### src/sts_pkg.sv
// Shared types, codes and constants for the script token scanner.
// No dependencies; imported by every other file of the block but sts_if.
`default_nettype none
package sts_pkg;

  localparam int unsigned MAX_TOKEN_BYTES_DEF = 256;
  localparam int unsigned QUEUE_DEPTH = 4;

  localparam logic KIND_BYTE    = 1'b0;
  localparam logic KIND_RESTART = 1'b1;

  localparam logic [1:0] RES_CHAR = 2'd0;
  localparam logic [1:0] RES_END  = 2'd1;
  localparam logic [1:0] RES_DONE = 2'd2;

  localparam logic [7:0]  WS_MAX    = 8'd32;
  localparam logic [7:0]  CH_QUOTE  = 8'd34;
  localparam logic [7:0]  CH_SEMI   = 8'h3B;
  localparam logic [7:0]  CH_NL     = 8'h0A;
  localparam logic [23:0] LINE_MAX  = 24'hFFFFFF;
  localparam logic [23:0] LINE_INIT = 24'd1;

  typedef struct packed {
    logic [1:0]  kind_res;
    logic [7:0]  token_char;
    logic [23:0] line_number;
    logic        crossed_line;
    logic        was_quoted;
    logic        was_truncated;
    logic        script_done;
  } result_t;

  // One queue entry: the results of one input byte.
  typedef struct packed {
    logic    two;
    result_t r0;
    result_t r1;
  } entry_t;

  typedef struct packed {
    logic   empty;
    entry_t head;
  } head_t;

  function automatic result_t mk_res(logic [1:0] k, logic [7:0] ch, logic [23:0] ln,
                                     logic cr, logic q, logic t, logic d);
    result_t r;
    r.kind_res      = k;
    r.token_char    = ch;
    r.line_number   = ln;
    r.crossed_line  = cr;
    r.was_quoted    = q;
    r.was_truncated = t;
    r.script_done   = d;
    return r;
  endfunction

endpackage
`default_nettype wire

### src/sts_if.sv
// Valid/ready channel interfaces for script bytes and scanner results.
// Depends on nothing.
`default_nettype none
interface sts_in_if;
  logic       valid;
  logic       ready;
  logic       kind;
  logic [7:0] script_byte;
  logic       final_byte;
  modport source (output valid, output kind, output script_byte, output final_byte,
                  input ready);
  modport sink (input valid, input kind, input script_byte, input final_byte,
                output ready);
endinterface

interface sts_out_if;
  logic        valid;
  logic        ready;
  logic [1:0]  kind_res;
  logic [7:0]  token_char;
  logic [23:0] line_number;
  logic        crossed_line;
  logic        was_quoted;
  logic        was_truncated;
  logic        script_done;
  modport source (output valid, output kind_res, output token_char, output line_number,
                  output crossed_line, output was_quoted, output was_truncated,
                  output script_done, input ready);
  modport sink (input valid, input kind_res, input token_char, input line_number,
                input crossed_line, input was_quoted, input was_truncated,
                input script_done, output ready);
endinterface
`default_nettype wire

### src/sts_front.sv
// Front end: accepts script bytes, runs the scan mode machine and builds
// the results (none, one or two) of each byte. Depends on sts_pkg and sts_if.
`default_nettype none
module sts_front import sts_pkg::*; #(
  parameter int unsigned MaxTokenBytes = MAX_TOKEN_BYTES_DEF
) (
  input  wire logic clk_i,
  input  wire logic rst_ni,
  sts_in_if.sink    in_i,
  input  wire logic full_i,
  output logic      push_o,
  output entry_t    entry_o
);

  localparam int unsigned LEN_W = $clog2(MaxTokenBytes);
  localparam logic [LEN_W:0] LIMIT = (LEN_W + 1)'(MaxTokenBytes - 1);

  localparam logic [2:0] MODE_SKIP    = 3'd0;
  localparam logic [2:0] MODE_COMMENT = 3'd1;
  localparam logic [2:0] MODE_NORMAL  = 3'd2;
  localparam logic [2:0] MODE_QUOTED  = 3'd3;
  localparam logic [2:0] MODE_DISCARD = 3'd4;

  logic [2:0]       mode_q, mode_d;
  logic [LEN_W-1:0] len_q, len_d;
  logic [23:0]      line_q, line_d;
  logic             cross_q, cross_d;
  logic             fin_q, fin_d;

  logic [7:0]       b;
  logic             fb, is_ws, is_nl, is_semi, is_quote;
  logic [23:0]      line_inc;
  logic [1:0]       cnt;
  result_t          r0, r1;
  logic             do_take, take_q, trunc;
  logic [LEN_W-1:0] take_base;
  logic [LEN_W:0]   len_sum;

  assign b        = in_i.script_byte;
  assign fb       = in_i.final_byte;
  assign is_ws    = (b <= WS_MAX);
  assign is_nl    = (b == CH_NL);
  assign is_semi  = (b == CH_SEMI);
  assign is_quote = (b == CH_QUOTE);
  assign line_inc = (line_q != LINE_MAX) ? line_q + 24'd1 : line_q;

  always_comb begin
    mode_d    = mode_q;
    len_d     = len_q;
    line_d    = line_q;
    cross_d   = cross_q;
    fin_d     = fin_q;
    cnt       = 2'd0;
    r0        = '0;
    r1        = '0;
    do_take   = 1'b0;
    take_q    = 1'b0;
    take_base = '0;
    trunc     = 1'b0;
    len_sum   = '0;
    if (in_i.kind == KIND_RESTART) begin
      mode_d  = MODE_SKIP;
      len_d   = '0;
      line_d  = LINE_INIT;
      cross_d = 1'b0;
      fin_d   = 1'b0;
    end else if (fin_q) begin
      cnt = 2'd1;
      r0  = mk_res(RES_DONE, 8'd0, line_q, cross_q, 1'b0, 1'b0, 1'b1);
    end else begin
      unique case (mode_q)
        MODE_COMMENT: begin
          if (is_nl) begin
            line_d  = line_inc;
            cross_d = 1'b1;
            mode_d  = MODE_SKIP;
          end
          if (fb) begin
            fin_d  = 1'b1;
            mode_d = MODE_SKIP;
            cnt    = 2'd1;
            r0     = mk_res(RES_DONE, 8'd0, line_d, cross_d, 1'b0, 1'b0, 1'b1);
          end
        end
        MODE_DISCARD: begin
          mode_d = MODE_SKIP;
          if (fb) begin
            fin_d = 1'b1;
            cnt   = 2'd1;
            r0    = mk_res(RES_DONE, 8'd0, line_q, cross_q, 1'b0, 1'b0, 1'b1);
          end
        end
        MODE_QUOTED: begin
          if (is_quote) begin
            cnt     = 2'd1;
            r0      = mk_res(RES_END, 8'd0, line_q, cross_q, 1'b1, 1'b0, fb);
            cross_d = 1'b0;
            len_d   = '0;
            fin_d   = fb;
            mode_d  = MODE_SKIP;
          end else begin
            do_take   = 1'b1;
            take_q    = 1'b1;
            take_base = len_q;
          end
        end
        MODE_NORMAL: begin
          if (is_ws || is_semi) begin
            cnt     = 2'd1;
            r0      = mk_res(RES_END, 8'd0, line_q, cross_q, 1'b0, 1'b0, 1'b0);
            cross_d = 1'b0;
            len_d   = '0;
            mode_d  = MODE_SKIP;
            if (is_nl) begin
              line_d  = line_inc;
              cross_d = 1'b1;
            end
            if (is_semi) begin
              mode_d = MODE_COMMENT;
            end
            if (fb) begin
              fin_d  = 1'b1;
              mode_d = MODE_SKIP;
              cnt    = 2'd2;
              r1     = mk_res(RES_DONE, 8'd0, line_d, cross_d, 1'b0, 1'b0, 1'b1);
            end
          end else begin
            do_take   = 1'b1;
            take_base = len_q;
          end
        end
        default: begin
          mode_d = MODE_SKIP;
          if (is_ws) begin
            if (is_nl) begin
              line_d  = line_inc;
              cross_d = 1'b1;
            end
            if (fb) begin
              fin_d = 1'b1;
              cnt   = 2'd1;
              r0    = mk_res(RES_DONE, 8'd0, line_d, cross_d, 1'b0, 1'b0, 1'b1);
            end
          end else if (is_semi) begin
            mode_d = MODE_COMMENT;
            if (fb) begin
              fin_d  = 1'b1;
              mode_d = MODE_SKIP;
              cnt    = 2'd1;
              r0     = mk_res(RES_DONE, 8'd0, line_q, cross_q, 1'b0, 1'b0, 1'b1);
            end
          end else if (is_quote) begin
            len_d  = '0;
            mode_d = MODE_QUOTED;
            if (fb) begin
              cnt     = 2'd1;
              r0      = mk_res(RES_END, 8'd0, line_q, cross_q, 1'b1, 1'b0, 1'b1);
              cross_d = 1'b0;
              fin_d   = 1'b1;
              mode_d  = MODE_SKIP;
            end
          end else begin
            do_take = 1'b1;
          end
        end
      endcase
      if (do_take) begin
        len_sum = {1'b0, take_base} + {{LEN_W{1'b0}}, 1'b1};
        trunc   = (len_sum >= LIMIT);
        cnt     = 2'd1;
        r0      = mk_res(RES_CHAR, b, line_q, cross_q, take_q, 1'b0, 1'b0);
        len_d   = len_sum[LEN_W-1:0];
        mode_d  = take_q ? MODE_QUOTED : MODE_NORMAL;
        if (fb || trunc) begin
          cnt     = 2'd2;
          r1      = mk_res(RES_END, 8'd0, line_q, cross_q, take_q, trunc, fb);
          cross_d = 1'b0;
          len_d   = '0;
          fin_d   = fb;
          mode_d  = (take_q && trunc && !fb) ? MODE_DISCARD : MODE_SKIP;
        end
      end
    end
  end

  logic accept;
  assign in_i.ready = !full_i;
  assign accept     = in_i.valid && !full_i;
  assign push_o     = accept && (cnt != 2'd0);
  assign entry_o    = '{two: (cnt == 2'd2), r0: r0, r1: r1};

  always_ff @(posedge clk_i or negedge rst_ni) begin
    if (!rst_ni) begin
      mode_q  <= MODE_SKIP;
      len_q   <= '0;
      line_q  <= LINE_INIT;
      cross_q <= 1'b0;
      fin_q   <= 1'b0;
    end else if (accept) begin
      mode_q  <= mode_d;
      len_q   <= len_d;
      line_q  <= line_d;
      cross_q <= cross_d;
      fin_q   <= fin_d;
    end
  end

endmodule
`default_nettype wire

### src/sts_queue.sv
// Short result queue between front and back end.
// Depends on sts_pkg.
`default_nettype none
module sts_queue import sts_pkg::*; (
  input  wire logic   clk_i,
  input  wire logic   rst_ni,
  input  wire logic   push_i,
  input  wire entry_t entry_i,
  output logic        full_o,
  input  wire logic   pop_i,
  output head_t       head_o
);

  localparam int unsigned PTR_W = $clog2(QUEUE_DEPTH);
  localparam int unsigned CNT_W = $clog2(QUEUE_DEPTH + 1);

  entry_t           mem_q [QUEUE_DEPTH];
  logic [PTR_W-1:0] wr_q, rd_q;
  logic [CNT_W-1:0] cnt_q;
  logic             do_push, do_pop;

  assign full_o       = (cnt_q == CNT_W'(QUEUE_DEPTH));
  assign head_o.empty = (cnt_q == '0);
  assign head_o.head  = mem_q[rd_q];
  assign do_push      = push_i && !full_o;
  assign do_pop       = pop_i && !head_o.empty;

  always_ff @(posedge clk_i) begin
    if (do_push) begin
      mem_q[wr_q] <= entry_i;
    end
  end

  always_ff @(posedge clk_i or negedge rst_ni) begin
    if (!rst_ni) begin
      wr_q  <= '0;
      rd_q  <= '0;
      cnt_q <= '0;
    end else begin
      if (do_push) begin
        wr_q <= (wr_q == PTR_W'(QUEUE_DEPTH - 1)) ? '0 : wr_q + PTR_W'(1);
      end
      if (do_pop) begin
        rd_q <= (rd_q == PTR_W'(QUEUE_DEPTH - 1)) ? '0 : rd_q + PTR_W'(1);
      end
      if (do_push && !do_pop) begin
        cnt_q <= cnt_q + CNT_W'(1);
      end else if (!do_push && do_pop) begin
        cnt_q <= cnt_q - CNT_W'(1);
      end
    end
  end

endmodule
`default_nettype wire

### src/sts_back.sv
// Back end: drains queue entries onto the result channel, one result per
// transfer. Depends on sts_pkg and sts_if.
`default_nettype none
module sts_back import sts_pkg::*; (
  input  wire logic  clk_i,
  input  wire logic  rst_ni,
  input  wire head_t head_i,
  output logic       pop_o,
  sts_out_if.source  out_o
);

  logic    sub_q, sub_d;
  logic    xfer;
  result_t cur;

  assign cur         = sub_q ? head_i.head.r1 : head_i.head.r0;
  assign out_o.valid = !head_i.empty;
  assign xfer        = out_o.valid && out_o.ready;

  assign out_o.kind_res      = cur.kind_res;
  assign out_o.token_char    = cur.token_char;
  assign out_o.line_number   = cur.line_number;
  assign out_o.crossed_line  = cur.crossed_line;
  assign out_o.was_quoted    = cur.was_quoted;
  assign out_o.was_truncated = cur.was_truncated;
  assign out_o.script_done   = cur.script_done;

  always_comb begin
    sub_d = sub_q;
    pop_o = 1'b0;
    if (xfer) begin
      if (head_i.head.two && !sub_q) begin
        sub_d = 1'b1;
      end else begin
        sub_d = 1'b0;
        pop_o = 1'b1;
      end
    end
  end

  always_ff @(posedge clk_i or negedge rst_ni) begin
    if (!rst_ni) begin
      sub_q <= 1'b0;
    end else begin
      sub_q <= sub_d;
    end
  end

endmodule
`default_nettype wire

### src/script_token_scanner.sv
// Script token scanner: one script byte accepted per cycle while the
// four-entry result queue has room. Results are registered in the queue and
// offered in order behind older entries; a byte with two results (char plus
// end marker, or end plus done marker) occupies the output for two transfers, so output rate bounds throughput.
// Asynchronous active-low reset: mode skip, line count 1, queue empty.
// Depends on sts_pkg, sts_if, sts_front, sts_queue, sts_back.
`default_nettype none
module script_token_scanner import sts_pkg::*; #(
  parameter int unsigned MaxTokenBytes = MAX_TOKEN_BYTES_DEF
) (
  input  wire logic clk_i,
  input  wire logic rst_ni,
  sts_in_if.sink    in_i,
  sts_out_if.source out_o
);

  logic   push, full, pop;
  entry_t entry;
  head_t  head;

  sts_front #(.MaxTokenBytes(MaxTokenBytes)) u_front (
    .clk_i   (clk_i),
    .rst_ni  (rst_ni),
    .in_i    (in_i),
    .full_i  (full),
    .push_o  (push),
    .entry_o (entry)
  );

  sts_queue u_queue (
    .clk_i   (clk_i),
    .rst_ni  (rst_ni),
    .push_i  (push),
    .entry_i (entry),
    .full_o  (full),
    .pop_i   (pop),
    .head_o  (head)
  );

  sts_back u_back (
    .clk_i  (clk_i),
    .rst_ni (rst_ni),
    .head_i (head),
    .pop_o  (pop),
    .out_o  (out_o)
  );

endmodule
`default_nettype wire

### src/flat_wrapper.sv
// flat-port wrapper written by rule: the top's interface ports become plain ports
module script_token_scanner_flat import sts_pkg::*;
#(
  parameter int unsigned MaxTokenBytes = MAX_TOKEN_BYTES_DEF
)
  (clk_i, rst_ni, in_i_valid, in_i_kind, in_i_script_byte, in_i_final_byte, in_i_ready, out_o_valid, out_o_kind_res, out_o_token_char, out_o_line_number, out_o_crossed_line, out_o_was_quoted, out_o_was_truncated, out_o_script_done, out_o_ready);
  sts_in_if in_i_i ();
  sts_out_if out_o_i ();
  input  wire logic clk_i;
  input  wire logic rst_ni;
  input wire logic [$bits(in_i_i.valid)-1:0] in_i_valid;
  input wire logic [$bits(in_i_i.kind)-1:0] in_i_kind;
  input wire logic [$bits(in_i_i.script_byte)-1:0] in_i_script_byte;
  input wire logic [$bits(in_i_i.final_byte)-1:0] in_i_final_byte;
  output wire logic [$bits(in_i_i.ready)-1:0] in_i_ready;
  output wire logic [$bits(out_o_i.valid)-1:0] out_o_valid;
  output wire logic [$bits(out_o_i.kind_res)-1:0] out_o_kind_res;
  output wire logic [$bits(out_o_i.token_char)-1:0] out_o_token_char;
  output wire logic [$bits(out_o_i.line_number)-1:0] out_o_line_number;
  output wire logic [$bits(out_o_i.crossed_line)-1:0] out_o_crossed_line;
  output wire logic [$bits(out_o_i.was_quoted)-1:0] out_o_was_quoted;
  output wire logic [$bits(out_o_i.was_truncated)-1:0] out_o_was_truncated;
  output wire logic [$bits(out_o_i.script_done)-1:0] out_o_script_done;
  input wire logic [$bits(out_o_i.ready)-1:0] out_o_ready;
  assign in_i_i.valid = in_i_valid;
  assign in_i_i.kind = in_i_kind;
  assign in_i_i.script_byte = in_i_script_byte;
  assign in_i_i.final_byte = in_i_final_byte;
  assign in_i_ready = in_i_i.ready;
  assign out_o_valid = out_o_i.valid;
  assign out_o_kind_res = out_o_i.kind_res;
  assign out_o_token_char = out_o_i.token_char;
  assign out_o_line_number = out_o_i.line_number;
  assign out_o_crossed_line = out_o_i.crossed_line;
  assign out_o_was_quoted = out_o_i.was_quoted;
  assign out_o_was_truncated = out_o_i.was_truncated;
  assign out_o_script_done = out_o_i.script_done;
  assign out_o_i.ready = out_o_ready;
  script_token_scanner #(.MaxTokenBytes(MaxTokenBytes)) u_core (.clk_i(clk_i), .rst_ni(rst_ni), .in_i(in_i_i), .out_o(out_o_i));
endmodule
### config.mk
export PLATFORM = sky130hd
export DESIGN_NAME = script_token_scanner_flat
export DESIGN_NICKNAME = d
export VERILOG_FILES = /design/src/sts_pkg.sv /design/src/sts_if.sv /design/src/sts_front.sv /design/src/sts_queue.sv /design/src/sts_back.sv /design/src/script_token_scanner.sv /design/src/flat_wrapper.sv
export SDC_FILE = /design/constraint.sdc
export NUM_CORES = 1
export LEC_CHECK = 0
export BUFFER_PORTS_ARGS = -buffer_cell sky130_fd_sc_hd__buf_4
export CORE_ASPECT_RATIO = 0.7
export CORE_UTILIZATION = 55
export CTS_CLUSTER_DIAMETER = 60
export DETAILED_ROUTE_END_ITERATION = 16
export GPL_TIMING_DRIVEN = 1
export HOLD_SLACK_MARGIN = 0.08
export PLACE_DENSITY = 0.72
export SLEW_MARGIN = 20
export SYNTH_ARGS = -nofsm -noshare
export SYNTH_HDL_FRONTEND = slang
export SYNTH_SLANG_ARGS = --single-unit
export TNS_END_PERCENT = 1
### constraint.sdc
create_clock -name clk_i -period 9.16 [get_ports clk_i]
set_input_delay 1.832 -clock clk_i [delete_from_list [all_inputs] [get_ports clk_i]]
set_output_delay 1.832 -clock clk_i [all_outputs]
set_load 0.05 [all_outputs]
==> summary.txt <==
Outcome
  – Outcome: completed

STA
  – Maximum clock skew at final layout: 11.42 ps
  – Max Freq: 181.3 MHz
  – Number of slew-limit violations in the final report: 0
  – Final Critical Period: 5515 ps
  – Setup repair after global routing missed its margin: false
  – Max-slew headroom at the worst pin: 25.09%
  – Count of endpoints failing hold in the final timing report: 0
  – Final setup slack of the worst path: 3645 ps
  – Final setup fails: 0
  – Aggregate negative setup slack: 0 ps
  – Final period utilization: 60.20%
  – Hold slack final: 505.5 ps
  – Worst-Margin Slew: 1120 ps

Worst setup path
  – Critical Path Sink Type: flip-flop
  – Critical Path RT: 9470 ps
  – Category of cells accounting for the largest share of critical-path delay: simple AND/OR/NAND/NOR gates
  – Critical path arrival: 5830 ps
  – Worst-path cell chain: buf_4 > nor4b_2 > a211oi_2 > a21o_2 > and2_1 > ha_1 > and3_1 > nand4_1 > nand3_1 > a31oi_2 > nor3b_1
  – Critical path fanouts, max: 16
  – Cell at the slowest stage of the critical path: sky130_fd_sc_hd__nand4_1
  – Type of the worst setup path: in -> reg
  – Critical Path Source Type: input pin
  – Critical path buffer and inverter count: 1
  – Biggest cell delay along the critical path: 900 ps

Global routing
  – Pin count of the biggest net entering global routing: 71
  – Vias in the first global route: 10337
  – Total GRT Usage: 28.34%
  – Met2 layer usage reported by global route: 40.36%
  – Global routing usage on met3: 6.417%
  – Congestion Overflow GR: 0
  – Number of antenna violations at the first check in global routing: 0
  – GR Layer Usage met1: 43.56%
  – First-pass GRT wire length: 62210 µm
  – Global route hottest layer: met1

Detailed routing
  – Average detailed-routed wire length per instance: 25.38 µm
  – DRC viols: 0
  – Total Wirelength: 40450 µm
  – Pre-antenna DRT Iters: 6
  – Number of DRC markers after the initial detailed-route iteration: 1316
  – Vias per cell: 6.735
  – Post-DRT Antenna Nets: 0
  – Routed via count: 10735

Cells and area
  – Share of post-route cells with drive strength above 1: 21.34%
  – Final standard cell count with taps included and fillers excluded: 1594
  – Total Nets Final: 1223
  – Signed area change from the synthesized netlist to the final layout: 10.03%
  – Number of diodes: 0

Logic synthesis
  – Mean area per synthesized cell: 13.22 µm²
  – Post-synthesis cell type with the largest combined area: sky130_fd_sc_hd__edfxtp_1
  – Proportion of synthesized chip area in sequential cells: 58.75%
  – Yosys warning count: 0
  – Cells taking the most area after synthesis: sky130_fd_sc_hd__edfxtp_1 (52%), sky130_fd_sc_hd__mux4_2 (9.7%), sky130_fd_sc_hd__dfrtp_1 (7.0%), sky130_fd_sc_hd__o21ai_0 (2.3%), sky130_fd_sc_hd__mux2_2 (2.3%)
  – Seq cells post-synth: 317
  – Post-synthesis net count: 1221
  – Total standard cell area after synthesis: 0.01582 mm²
  – Synthesized instance count: 1197
  – EDFF count, synth: 272
  – Cell variety after synth: 96
  – Share of flip-flops with an asynchronous set or reset: 14.20%
  – Top-area cell type share of the netlist area: 51.62%
  – Prevailing post-synth register cell: sky130_fd_sc_hd__edfxtp_1

Placement
  – Number of buffers inserted by port buffering: 53
  – Placed Instances: 1536
  – Worst setup slack before clock tree synthesis: 3253 ps
  – Detailed placement HPWL: 25710 µm
  – Final weighted congestion in routability-driven placement: 0.9632

Power
  – Pleak: 5.746 nW
  – Proportion of total power due to net switching: 36.07%
  – Power share of the sequential group: 39.6%
  – Net load switching power: 1.739 mW
  – Power per unit of standard cell area: 277.0 mW/mm²
  – Internal power consumption: 3.082 mW
  – Largest voltage drop on the vdd net: 0.4022 mV
  – Power share of the combinational group: 35.2%
  – Clock network fraction of total power: 25.2%
  – Power consumption: 4.821 mW

Floorplan
  – Initial core utilization: 56.48%
  – Total Die Area: 0.02946 mm²
  – I/O pin count: 54
  – Width of the chip: 204.7 µm
  – Core Region: 0.02801 mm²
  – Row cnt: 51
  – Die boundary height: 143.9 µm

Hold path
  – Type of the tightest min-delay check: reg -> reg

Job
  – Number of max-cap violations: 0

CTS
  – Post-CTS repair timing setup buffer count: 0
  – Clock transition time at the flip-flop clock pins of the worst setup and hold paths: 60 ps
  – Clock insertion delay at the later pin of the skew report: 580 ps
  – CTS Root Cell: sky130_fd_sc_hd__clkbuf_16
  – CTS tree: done
  – Number of buffers inserted during clock tree synthesis: 30
  – CTS Hold Bufs: 0
  – Worst-case clock buffer depth: 3
  – Clk sink count: 317
  – # H-tree levels: 1
  – Number of gates given a new drive strength after cts: 0
## per-stage QoR
step,area (µm²),utilization (%)
2_1_floorplan,15820,-
6_report,17410,62.15
3_5_place_dp,16410,58.57
4_1_cts,17360,61.98
5_1_grt,17410,62.15
3_3_place_gp,16410,58.57
## cell usage after synthesis (all sizes together) (11+ instances only)
library cell  number
a211oi            20
nor2              78
o31ai             20
o2111a            14
a31oi             18
nand3             33
or3               11
mux2              32
dfrtp             44
inv               19
edfxtp           272
nand2             72
a21oi             58
nor3              27
nand4             17
nor4              13
buf               31
o21ai             85
clkbuf            66
mux4              68
nor2b             13
and3              24
and2              15
## layout by cell type, fill, tap and decap left out, drive strengths merged, types with 24 or more instances in the layout
master	n
clkbuf	42
nor3	27
nand2	72
nor2	78
mux2	32
mux4	68
a21oi	58
dfrtp	44
nand3	33
edfxtp	272
buf	67
o21ai	85
and3	24
## final timing paths
path | startpoint | endpoint | slack [ps] | cells after the start
max | in_i_script_byte[5] | u_core.u_queue.mem_q[3][6] | 3650 | 11
min | u_core.u_queue.cnt_q[2] | u_core.u_queue.cnt_q[2] | 510 | 1
max reg2reg | u_core.u_front.mode_q[1] | u_core.u_queue.mem_q[3][6] | 3910 | 10
min reg2reg | u_core.u_queue.cnt_q[2] | u_core.u_queue.cnt_q[2] | 510 | 1
max in group asynchronous | rst_ni | u_core.u_queue.rd_q[0] | 7330 | 1
min in group asynchronous | rst_ni | u_core.u_front.line_q[21] | 1310 | 1
## final cells by class
class	count	area (µm²)
inverter	19	71.32
fill	2134	10600
multi-input combinational	764	6080
tap	371	464.2
clock buffer	42	815.8
clock inverter	14	138.9
timing repair buffer	67	535.5
sequential	317	9304
## sequential cells by signal (all words and copies together) (netlist names), 2 cells and up
signal	count
u_core.u_queue.rd_q	2
u_core.u_front.len_q	8
u_core.u_queue.cnt_q	3
u_core.u_front.mode_q	3
u_core.u_queue.wr_q	2
u_core.u_front.line_q	24
u_core.u_queue.mem_q	272
## per-layer routing
metal	part of all wire (%)	routed length, µm	vias up
met5	0	0	-
met4	2.5	1031	0
met3	9.0	3653	88
met2	43	17270	528
met1	46	18500	5392
li1	-	-	4727
## power by group through the flow
stage          Combinational [mW]  Sequential, mW  Clock, mW
2_1_floorplan                1.35            1.80          0
3_3_place_gp                 1.68            1.94          0
3_5_place_dp                 1.70            1.95          0
4_1_cts                      1.70            1.92       1.23
5_1_grt                      1.79            1.94       1.29
6_report                     1.70            1.91       1.21
## kinds of logic after synthesis
logic type               Yosys count  share of synthesized area (%)
AO/OA/AOI/OAI                    288                          12.34
XOR/XNOR                          15                         0.8303
adder cells (fa/ha/maj)           11                         0.9015
buffers and inverters            116                          2.981
flip-flops                       317                          58.75
multiplexers                     101                          12.02
AND/OR/NAND/NOR                  349                          12.18
No activity file was read; power rests on OpenSTA's default activity.
